==> src/rtl/core/illm_pkg.sv <==
// ----------------------------------------------------------------------------
// Indexed linked list manager package
// Shared widths, codes and the link store command record.
// ----------------------------------------------------------------------------
package illm_pkg;

    localparam int DEPTH   = 64;
    localparam int SLOT_W  = 6;
    localparam int LINK_W  = 7;
    localparam int VALUE_W = 32;
    localparam int COUNT_W = 7;

    typedef logic [SLOT_W-1:0]  t_slot;
    typedef logic [LINK_W-1:0]  t_link;
    typedef logic [VALUE_W-1:0] t_value;
    typedef logic [COUNT_W-1:0] t_count;
    typedef logic [2:0]         t_opcode;
    typedef logic [1:0]         t_status;

    localparam t_link NIL_LINK = LINK_W'(DEPTH);

    localparam t_opcode OP_APPEND     = 3'd0;
    localparam t_opcode OP_PREPEND    = 3'd1;
    localparam t_opcode OP_INSERT     = 3'd2;
    localparam t_opcode OP_REMOVE_AT  = 3'd3;
    localparam t_opcode OP_REMOVE_VAL = 3'd4;
    localparam t_opcode OP_FIND       = 3'd5;
    localparam t_opcode OP_CLEAR      = 3'd6;

    localparam t_status ST_OK   = 2'd0;
    localparam t_status ST_FULL = 2'd1;
    localparam t_status ST_MISS = 2'd2;
    localparam t_status ST_BAD  = 2'd3;

    typedef struct packed {
        logic  clear;
        t_slot nxt_raddr;
        t_slot prv_raddr;
        logic  nxt_we;
        t_slot nxt_waddr;
        t_link nxt_wdata;
        logic  prv_we;
        t_slot prv_waddr;
        t_link prv_wdata;
    } t_link_cmd;

endpackage

==> src/rtl/core/illm_link_store.sv <==
// ----------------------------------------------------------------------------
// Link store
// Next and previous link memories with per-entry written flags, so that an
// entry never written since reset or clear reads as its reset link.
// ----------------------------------------------------------------------------
module illm_link_store (
    input  logic                  i_clk,
    input  logic                  i_rst_n,
    input  illm_pkg::t_link_cmd   i_cmd,
    output illm_pkg::t_link       o_nxt_rd,
    output illm_pkg::t_link       o_prv_rd
);
    import illm_pkg::*;

    t_link            nxt_mem [DEPTH];
    t_link            prv_mem [DEPTH];
    logic [DEPTH-1:0] r_nxt_written;
    logic [DEPTH-1:0] r_prv_written;
    t_link            r_nxt_q;
    t_link            r_prv_q;
    logic             r_nxt_fresh;
    logic             r_prv_fresh;
    t_slot            r_nxt_ra;

    always_ff @(posedge i_clk) begin
        if (i_cmd.nxt_we) begin
            nxt_mem[i_cmd.nxt_waddr] <= i_cmd.nxt_wdata;
        end
        if (i_cmd.prv_we) begin
            prv_mem[i_cmd.prv_waddr] <= i_cmd.prv_wdata;
        end
        r_nxt_q     <= nxt_mem[i_cmd.nxt_raddr];
        r_prv_q     <= prv_mem[i_cmd.prv_raddr];
        r_nxt_fresh <= !r_nxt_written[i_cmd.nxt_raddr];
        r_prv_fresh <= !r_prv_written[i_cmd.prv_raddr];
        r_nxt_ra    <= i_cmd.nxt_raddr;
    end

    always_ff @(posedge i_clk) begin
        if (!i_rst_n) begin
            r_nxt_written <= '0;
            r_prv_written <= '0;
        end else if (i_cmd.clear) begin
            r_nxt_written <= '0;
            r_prv_written <= '0;
        end else begin
            if (i_cmd.nxt_we) begin
                r_nxt_written[i_cmd.nxt_waddr] <= 1'b1;
            end
            if (i_cmd.prv_we) begin
                r_prv_written[i_cmd.prv_waddr] <= 1'b1;
            end
        end
    end

    assign o_nxt_rd = r_nxt_fresh ? ({1'b0, r_nxt_ra} + LINK_W'(1)) : r_nxt_q;
    assign o_prv_rd = r_prv_fresh ? NIL_LINK : r_prv_q;

endmodule

==> src/rtl/core/indexed_linked_list_manager_unit.sv <==
// ----------------------------------------------------------------------------
// Indexed linked list manager
// A pool of slots holding one doubly linked list plus a free chain.
// ----------------------------------------------------------------------------
// Commands arrive on the input channel (i_in_valid / o_in_ready) with an
// opcode, a value and a slot index. Each item yields exactly one result on
// the output channel (o_out_valid / i_out_ready): status, slot involved,
// element count, head and tail.
// The block works on one item at a time. Append and prepend pass through
// S_ADD_RD, S_ADD_POP and S_ADD_LNK before S_FIN loads the output register;
// insert adds S_ADD_INS after S_ADD_POP; remove at passes through S_UL_RD,
// S_UL_LNK and S_UL_FREE. Find and remove by value scan the value memory one
// slot per cycle through a single compare unit; clear and rejected commands
// go straight to S_FIN. The input is ready again in the cycle after the
// output register is loaded.
// A finished result sits in the output register; the next item is accepted
// while it waits, but the following result is held back until the receiver
// takes the earlier one.
// Reset and clear sweep no memory: per-slot flags make untouched entries
// read as their reset contents.
// ----------------------------------------------------------------------------
module indexed_linked_list_manager_unit (
    input  logic                     i_clk,
    input  logic                     i_rst_n,
    input  logic                     i_in_valid,
    output logic                     o_in_ready,
    input  illm_pkg::t_opcode        i_opcode,
    input  illm_pkg::t_value         i_item_value,
    input  illm_pkg::t_slot          i_slot_index,
    output logic                     o_out_valid,
    input  logic                     i_out_ready,
    output illm_pkg::t_status        o_status,
    output illm_pkg::t_slot          o_result_slot,
    output illm_pkg::t_count         o_element_count,
    output illm_pkg::t_slot          o_head_slot,
    output illm_pkg::t_slot          o_tail_slot
);
    import illm_pkg::*;

    typedef enum logic [3:0] {
        S_IDLE,
        S_SCAN,
        S_ADD_RD,
        S_ADD_POP,
        S_ADD_INS,
        S_ADD_LNK,
        S_UL_RD,
        S_UL_LNK,
        S_UL_FREE,
        S_FIN
    } t_state;

    t_state           r_state;
    t_opcode          r_op;
    t_value           r_val;
    t_slot            r_at;
    t_slot            r_slot;
    t_status          r_status;
    t_link            r_head;
    t_link            r_tail;
    t_link            r_free;
    t_link            r_nx;
    t_count           r_count;
    logic [DEPTH-1:0] r_occ;
    t_slot            r_scan;
    logic             r_cv;
    t_value           r_val_q;
    logic             r_occ_q;
    t_slot            r_val_ra;
    t_value           val_mem [DEPTH];
    logic             r_out_valid;
    t_status          r_o_status;
    t_slot            r_o_slot;
    t_count           r_o_count;
    t_slot            r_o_head;
    t_slot            r_o_tail;

    t_link_cmd        link_cmd;
    t_link            nxt_rd;
    t_link            prv_rd;
    logic             accept;
    logic             hit;

    assign o_in_ready = (r_state == S_IDLE);
    assign accept     = i_in_valid && o_in_ready;
    assign hit        = r_cv && r_occ_q && (r_val_q == r_val);

    illm_link_store u_links (
        .i_clk    (i_clk),
        .i_rst_n  (i_rst_n),
        .i_cmd    (link_cmd),
        .o_nxt_rd (nxt_rd),
        .o_prv_rd (prv_rd)
    );

    always_comb begin
        link_cmd           = '0;
        link_cmd.nxt_raddr = r_slot;
        link_cmd.prv_raddr = r_slot;
        case (r_state)
            S_IDLE: begin
                link_cmd.clear = accept && (i_opcode == OP_CLEAR);
            end
            S_ADD_POP: begin
                case (r_op)
                    OP_APPEND: begin
                        link_cmd.nxt_we    = 1'b1;
                        link_cmd.nxt_waddr = r_slot;
                        link_cmd.nxt_wdata = NIL_LINK;
                        link_cmd.prv_we    = 1'b1;
                        link_cmd.prv_waddr = r_slot;
                        link_cmd.prv_wdata = r_tail;
                    end
                    OP_PREPEND: begin
                        link_cmd.nxt_we    = 1'b1;
                        link_cmd.nxt_waddr = r_slot;
                        link_cmd.nxt_wdata = r_head;
                        link_cmd.prv_we    = 1'b1;
                        link_cmd.prv_waddr = r_slot;
                        link_cmd.prv_wdata = NIL_LINK;
                    end
                    default: begin
                        link_cmd.nxt_raddr = r_at;
                        link_cmd.prv_we    = 1'b1;
                        link_cmd.prv_waddr = r_slot;
                        link_cmd.prv_wdata = {1'b0, r_at};
                    end
                endcase
            end
            S_ADD_INS: begin
                link_cmd.nxt_we    = 1'b1;
                link_cmd.nxt_waddr = r_slot;
                link_cmd.nxt_wdata = nxt_rd;
            end
            S_ADD_LNK: begin
                case (r_op)
                    OP_APPEND: begin
                        link_cmd.nxt_we    = (r_tail < NIL_LINK);
                        link_cmd.nxt_waddr = r_tail[SLOT_W-1:0];
                        link_cmd.nxt_wdata = {1'b0, r_slot};
                    end
                    OP_PREPEND: begin
                        link_cmd.prv_we    = (r_head < NIL_LINK);
                        link_cmd.prv_waddr = r_head[SLOT_W-1:0];
                        link_cmd.prv_wdata = {1'b0, r_slot};
                    end
                    default: begin
                        link_cmd.nxt_we    = 1'b1;
                        link_cmd.nxt_waddr = r_at;
                        link_cmd.nxt_wdata = {1'b0, r_slot};
                        link_cmd.prv_we    = (r_nx < NIL_LINK);
                        link_cmd.prv_waddr = r_nx[SLOT_W-1:0];
                        link_cmd.prv_wdata = {1'b0, r_slot};
                    end
                endcase
            end
            S_UL_LNK: begin
                link_cmd.prv_we    = (nxt_rd < NIL_LINK);
                link_cmd.prv_waddr = nxt_rd[SLOT_W-1:0];
                link_cmd.prv_wdata = prv_rd;
                link_cmd.nxt_we    = (prv_rd < NIL_LINK);
                link_cmd.nxt_waddr = prv_rd[SLOT_W-1:0];
                link_cmd.nxt_wdata = nxt_rd;
            end
            S_UL_FREE: begin
                link_cmd.nxt_we    = 1'b1;
                link_cmd.nxt_waddr = r_slot;
                link_cmd.nxt_wdata = r_free;
                link_cmd.prv_we    = 1'b1;
                link_cmd.prv_waddr = r_slot;
                link_cmd.prv_wdata = NIL_LINK;
            end
            default: begin
            end
        endcase
    end

    always_ff @(posedge i_clk) begin
        if (r_state == S_ADD_POP) begin
            val_mem[r_slot] <= r_val;
        end
        r_val_q  <= val_mem[r_scan];
        r_occ_q  <= r_occ[r_scan];
        r_val_ra <= r_scan;
    end

    always_ff @(posedge i_clk) begin
        if (!i_rst_n) begin
            r_state     <= S_IDLE;
            r_out_valid <= 1'b0;
            r_head      <= NIL_LINK;
            r_tail      <= NIL_LINK;
            r_free      <= '0;
            r_count     <= '0;
            r_occ       <= '0;
            r_cv        <= 1'b0;
        end else begin
            if (r_out_valid && i_out_ready) begin
                r_out_valid <= 1'b0;
            end
            case (r_state)
                S_IDLE: begin
                    if (i_in_valid) begin
                        r_op     <= i_opcode;
                        r_val    <= i_item_value;
                        r_at     <= i_slot_index;
                        r_status <= ST_OK;
                        r_slot   <= '0;
                        r_scan   <= '0;
                        r_cv     <= 1'b0;
                        r_state  <= S_FIN;
                        case (i_opcode)
                            OP_APPEND, OP_PREPEND, OP_INSERT: begin
                                if (i_item_value == '0 ||
                                    (i_opcode == OP_INSERT && !r_occ[i_slot_index])) begin
                                    r_status <= ST_BAD;
                                end else if (r_free >= NIL_LINK) begin
                                    r_status <= ST_FULL;
                                end else begin
                                    r_slot  <= r_free[SLOT_W-1:0];
                                    r_state <= S_ADD_RD;
                                end
                            end
                            OP_REMOVE_AT: begin
                                if (!r_occ[i_slot_index]) begin
                                    r_status <= ST_BAD;
                                end else begin
                                    r_slot  <= i_slot_index;
                                    r_state <= S_UL_RD;
                                end
                            end
                            OP_REMOVE_VAL, OP_FIND: begin
                                r_state <= S_SCAN;
                            end
                            OP_CLEAR: begin
                                r_head  <= NIL_LINK;
                                r_tail  <= NIL_LINK;
                                r_free  <= '0;
                                r_count <= '0;
                                r_occ   <= '0;
                            end
                            default: begin
                            end
                        endcase
                    end
                end
                S_SCAN: begin
                    r_scan <= r_scan + SLOT_W'(1);
                    r_cv   <= 1'b1;
                    if (hit) begin
                        r_slot  <= r_val_ra;
                        r_cv    <= 1'b0;
                        r_state <= (r_op == OP_REMOVE_VAL) ? S_UL_RD : S_FIN;
                    end else if (r_cv && r_val_ra == SLOT_W'(DEPTH - 1)) begin
                        r_status <= ST_MISS;
                        r_cv     <= 1'b0;
                        r_state  <= S_FIN;
                    end
                end
                S_ADD_RD: begin
                    r_state <= S_ADD_POP;
                end
                S_ADD_POP: begin
                    r_free        <= nxt_rd;
                    r_occ[r_slot] <= 1'b1;
                    r_count       <= r_count + COUNT_W'(1);
                    r_state       <= (r_op == OP_INSERT) ? S_ADD_INS : S_ADD_LNK;
                end
                S_ADD_INS: begin
                    r_nx    <= nxt_rd;
                    r_state <= S_ADD_LNK;
                end
                S_ADD_LNK: begin
                    case (r_op)
                        OP_APPEND: begin
                            if (r_tail >= NIL_LINK) begin
                                r_head <= {1'b0, r_slot};
                            end
                            r_tail <= {1'b0, r_slot};
                        end
                        OP_PREPEND: begin
                            if (r_head >= NIL_LINK) begin
                                r_tail <= {1'b0, r_slot};
                            end
                            r_head <= {1'b0, r_slot};
                        end
                        default: begin
                            if (r_nx >= NIL_LINK) begin
                                r_tail <= {1'b0, r_slot};
                            end
                        end
                    endcase
                    r_state <= S_FIN;
                end
                S_UL_RD: begin
                    r_state <= S_UL_LNK;
                end
                S_UL_LNK: begin
                    if (nxt_rd >= NIL_LINK) begin
                        r_tail <= prv_rd;
                    end
                    if (prv_rd >= NIL_LINK) begin
                        r_head <= nxt_rd;
                    end
                    r_state <= S_UL_FREE;
                end
                S_UL_FREE: begin
                    r_occ[r_slot] <= 1'b0;
                    r_free        <= {1'b0, r_slot};
                    if (r_count != '0) begin
                        r_count <= r_count - COUNT_W'(1);
                    end
                    r_state <= S_FIN;
                end
                S_FIN: begin
                    if (!r_out_valid || i_out_ready) begin
                        r_out_valid <= 1'b1;
                        r_o_status  <= r_status;
                        r_o_slot    <= (r_status == ST_OK) ? r_slot : '0;
                        r_o_count   <= r_count;
                        r_o_head    <= (r_count != '0 && r_head < NIL_LINK) ?
                                       r_head[SLOT_W-1:0] : '0;
                        r_o_tail    <= (r_count != '0 && r_tail < NIL_LINK) ?
                                       r_tail[SLOT_W-1:0] : '0;
                        r_state     <= S_IDLE;
                    end
                end
                default: begin
                    r_state <= S_IDLE;
                end
            endcase
        end
    end

    assign o_out_valid     = r_out_valid;
    assign o_status        = r_o_status;
    assign o_result_slot   = r_o_slot;
    assign o_element_count = r_o_count;
    assign o_head_slot     = r_o_head;
    assign o_tail_slot     = r_o_tail;

    a_count_matches_occupancy: assert property (@(posedge i_clk) disable iff (!i_rst_n)
        32'($countones(r_occ)) == 32'(r_count))
        else $error("element count differs from occupied slots");

    a_empty_has_no_ends: assert property (@(posedge i_clk) disable iff (!i_rst_n)
        (r_count == '0) |-> (r_head == NIL_LINK && r_tail == NIL_LINK))
        else $error("empty list keeps a head or tail");

    a_new_slot_is_free: assert property (@(posedge i_clk) disable iff (!i_rst_n)
        (r_state == S_ADD_RD) |-> !r_occ[r_slot])
        else $error("add took an occupied slot");

    a_unlink_target_occupied: assert property (@(posedge i_clk) disable iff (!i_rst_n)
        (r_state == S_UL_RD) |-> r_occ[r_slot])
        else $error("remove targets an empty slot");

    a_result_waits_for_receiver: assert property (@(posedge i_clk) disable iff (!i_rst_n)
        (r_state == S_FIN && r_out_valid && !i_out_ready) |=> (r_state == S_FIN))
        else $error("result overwrote one not yet taken");

endmodule

==> config.mk <==
export PLATFORM = sky130hd
export DESIGN_NAME = indexed_linked_list_manager_unit
export DESIGN_NICKNAME = d
export VERILOG_FILES = /design/src/rtl/core/illm_pkg.sv /design/src/rtl/core/illm_link_store.sv /design/src/rtl/core/indexed_linked_list_manager_unit.sv
export SDC_FILE = /design/constraint.sdc
export NUM_CORES = 2
export LEC_CHECK = 0
export BUFFER_PORTS_ARGS = -buffer_cell sky130_fd_sc_hd__buf_2
export CAP_MARGIN = 25
export CORE_MARGIN = 5
export CORE_UTILIZATION = 63
export CTS_BUF_LIST = sky130_fd_sc_hd__clkbuf_16
export DETAILED_ROUTE_END_ITERATION = 8
export GPL_TIMING_DRIVEN = 1
export PLACE_DENSITY = 0.77
export SYNTH_ARGS = -nofsm -noshare
export SYNTH_HDL_FRONTEND = slang
export SYNTH_SLANG_ARGS = --single-unit
==> constraint.sdc <==
create_clock -name i_clk -period 5.8 [get_ports i_clk]
set_input_delay 0.87 -clock i_clk [delete_from_list [all_inputs] [get_ports i_clk]]
set_output_delay 0.87 -clock i_clk [all_outputs]
set_load 0.01 [all_outputs]
==> qor.csv <==
metric,value,unit
status,finished clean,
start_util,63.3,%
max_freq,201,MHz
wl_per_cell,36.8,um
synth_common_cells,"edfxtp_1, mux4_2, clkbuf_1",
powerDensity,413,nW/um^2
syn-cell-area,131000,sq um
first_pass_iters,9,
setup_viol,0,
min_path_type,in2reg,
finalNetCount,7332,
finalCritPeriodShare,85.7,%
synth-main-ff-cell,edfxtp_1,
arrival,5830,ps
coreArea,207000,sq um
finalWorstSetupSlack,832,ps
ys_top_cells_by_area,"edfxtp_1, mux4_2, dfxtp_1",
ant_nets,0,
fin_skew,66.6,ps
port_buffers,73,
wl,380000,um
cts_tree,done,
max-cap-violations,0,
num_io_pins,74,
min_period,4970,ps
maxUsedRoutingLayer,met5,
clk_latency,970,ps
cts_setup_buffers,0,
yosys.cell_count.top_type,edfxtp_1,
placementRows,167,
wl_met1,135000,um
netlist_instances,7134,
cp-start-kind,flop,
worst-path-max-fanout,69,
avgViaCountPerCell,7.38,
clock_sinks,3320,
clockBufferDepth,4,
detailedPlace.worstSlack,1060,ps
synth_top_area_share,69.4,%
critPathCaptureType,flop,
rsz0062_at_grt,no,
grt_overflow_total,0,
layout-drive-gt1-share,21.1,%
num_vias,76200,
synth_area_per_cell,18.4,sq um
final-instance-count-excl-fill,10300,
cts_buffers,336,
synth_seq_cells,3320,
slew_violations,0,
grt_max_degree,182,
grt_pass1_wl,544000,um
chipWidth,466,um
route.met2.wl,176000,um
cts-htree-levels,5,
worstPathRequired,6660,ps
syn_to_final_growth,11.8,%
fp.dieH,466,um
path_clk_slew,60,ps
cts_root_buf,clkbuf_16,
yosysTopAreaCell,edfxtp_1,
synth_nets,7187,
setup_tns,0,ps
synth_cell_types,85,
async_reset_ff_share,0,%
grt_pass1_vias,74500,
drt_iter0_markers,13700,
place.gp.congestion,0.971,
track_usage,34.9,%
ys_warn_count,0,
ctsHoldBuffers,0,
synth_edf_count,3033,
placed_cells,9719,
totalPowerFinal,60.6,mW
die-area,218000,sq um
met3RoutedLength,52700,um
synth-seq-area-share,73.8,%
post-dp-hpwl,209000,um
finalHoldViolCount,0,
crit_type,reg2reg,
drc_errors,0,
slew_headroom,23.1,%
antenna_found_initial,35,
peakVddDrop,357,uV
tightestPinTransition,1150,ps
ctsResizeCount,0,
power_leakage,45.3,nW
-- report_power, final --
part | internal (mW) | leakage, nW | switching [mW]
clock network | 12.0 | 5.43 | 9.14
logic | 4.69 | 11.4 | 7.43
registers | 26.9 | 28.4 | 0.466
total | 43.6 | 45.3 | 17.0
-- sequential cells by signal (all words and copies together), names as in the netlist, 7 cells and up --
name                   cells
r_head                     7
r_free                     7
r_val_q                   32
r_occ                     64
u_links.r_nxt_written     64
r_tail                     7
u_links.r_prv_written     64
r_nx                       7
val_mem                 2048
o_element_count            7
u_links.r_prv_q            7
u_links.r_nxt_q            7
r_count                    7
r_val                     32
u_links.prv_mem          448
u_links.nxt_mem          448
-- metal layers --
layer / up-vias / global-route usage [%]
met1: 38900 / 49.2
li1: 29800 / -
met4: 22 / 11.9
met3: 1027 / 10.6
met2: 6514 / 53.0
met5: - / 0.220
-- area by class of cell --
class / instances / area, sq um
sequential: 3320 / 96800
antenna: 12 / 30.0
clock buffer: 343 / 8580
fill: 11900 / 60500
multi-input combinational: 3277 / 33100
timing repair buffer: 323 / 2760
clock inverter: 253 / 1890
tap: 2788 / 3490
inverter: 21 / 78.8
-- worst max-delay path: stages (launching register included) --
cell and delay [ps]:
dfxtp_1 770, nor2_2 210, nand3b_1 150, buf_4 670, clkinv_1 940, fa_1 740
a21o_1 220, a21oi_1 240, o21bai_1 100, a21oi_1 290, mux2i_1 230, a21oi_1 120
nor2_1 170
-- kinds of logic (layout without fill, tap and decap cells) --
logic type	after synthesis	in the layout	synth area share (%)
AO/OA/AOI/OAI	1360	1360	7.39
flip-flops	3320	3320	73.8
multiplexers	740	740	12.5
buffers and inverters	537	940	1.63
adder cells (fa/ha/maj)	8	8	0.0820
AND/OR/NAND/NOR	1125	1125	4.31
other	0	12	0
XOR/XNOR	44	44	0.294
-- metrics by stage --
step | util, % | area (sq um) | hold WS [ps]
final | 70.8 | 147000 | 103
after global placement | 65.6 | 136000 | 436
after CTS | 70.7 | 147000 | 59.2
after detailed placement | 65.7 | 136000 | 423
after floorplan | - | 131000 | 346
after global routing | 70.8 | 147000 | 79.8
-- final timing paths --
path / slack, ps / cells after the start / end / startpoint
hold / removal: 100 / 1 / r_val[22] / i_item_value[22]
setup reg to reg: 830 / 12 / r_count[6] / r_state[1]
hold reg to reg: 440 / 0 / r_val_ra[5] / r_scan[5]
setup / recovery: 830 / 12 / r_count[6] / r_state[1]
-- layout by cell type (no fill, tap or decap), types with 90 or more instances in the layout --
cell       Yosys  final
dfxtp_1      287    287
nand2b_1     132    132
clkbuf_16      0    343
nand3_1       91     90
inv_1         16     98
a21oi_1      130    129
edfxtp_1    3033   3033
a22oi_1      246    246
nor2_1       310    241
mux4_2       699    699
o21a_1       158    157
a211oi_1     215    215
buf_4          1    206
nand2_1      233    232
and3_1       163    159
o21ai_0      194    189
(Power assumes the default switching activity.)
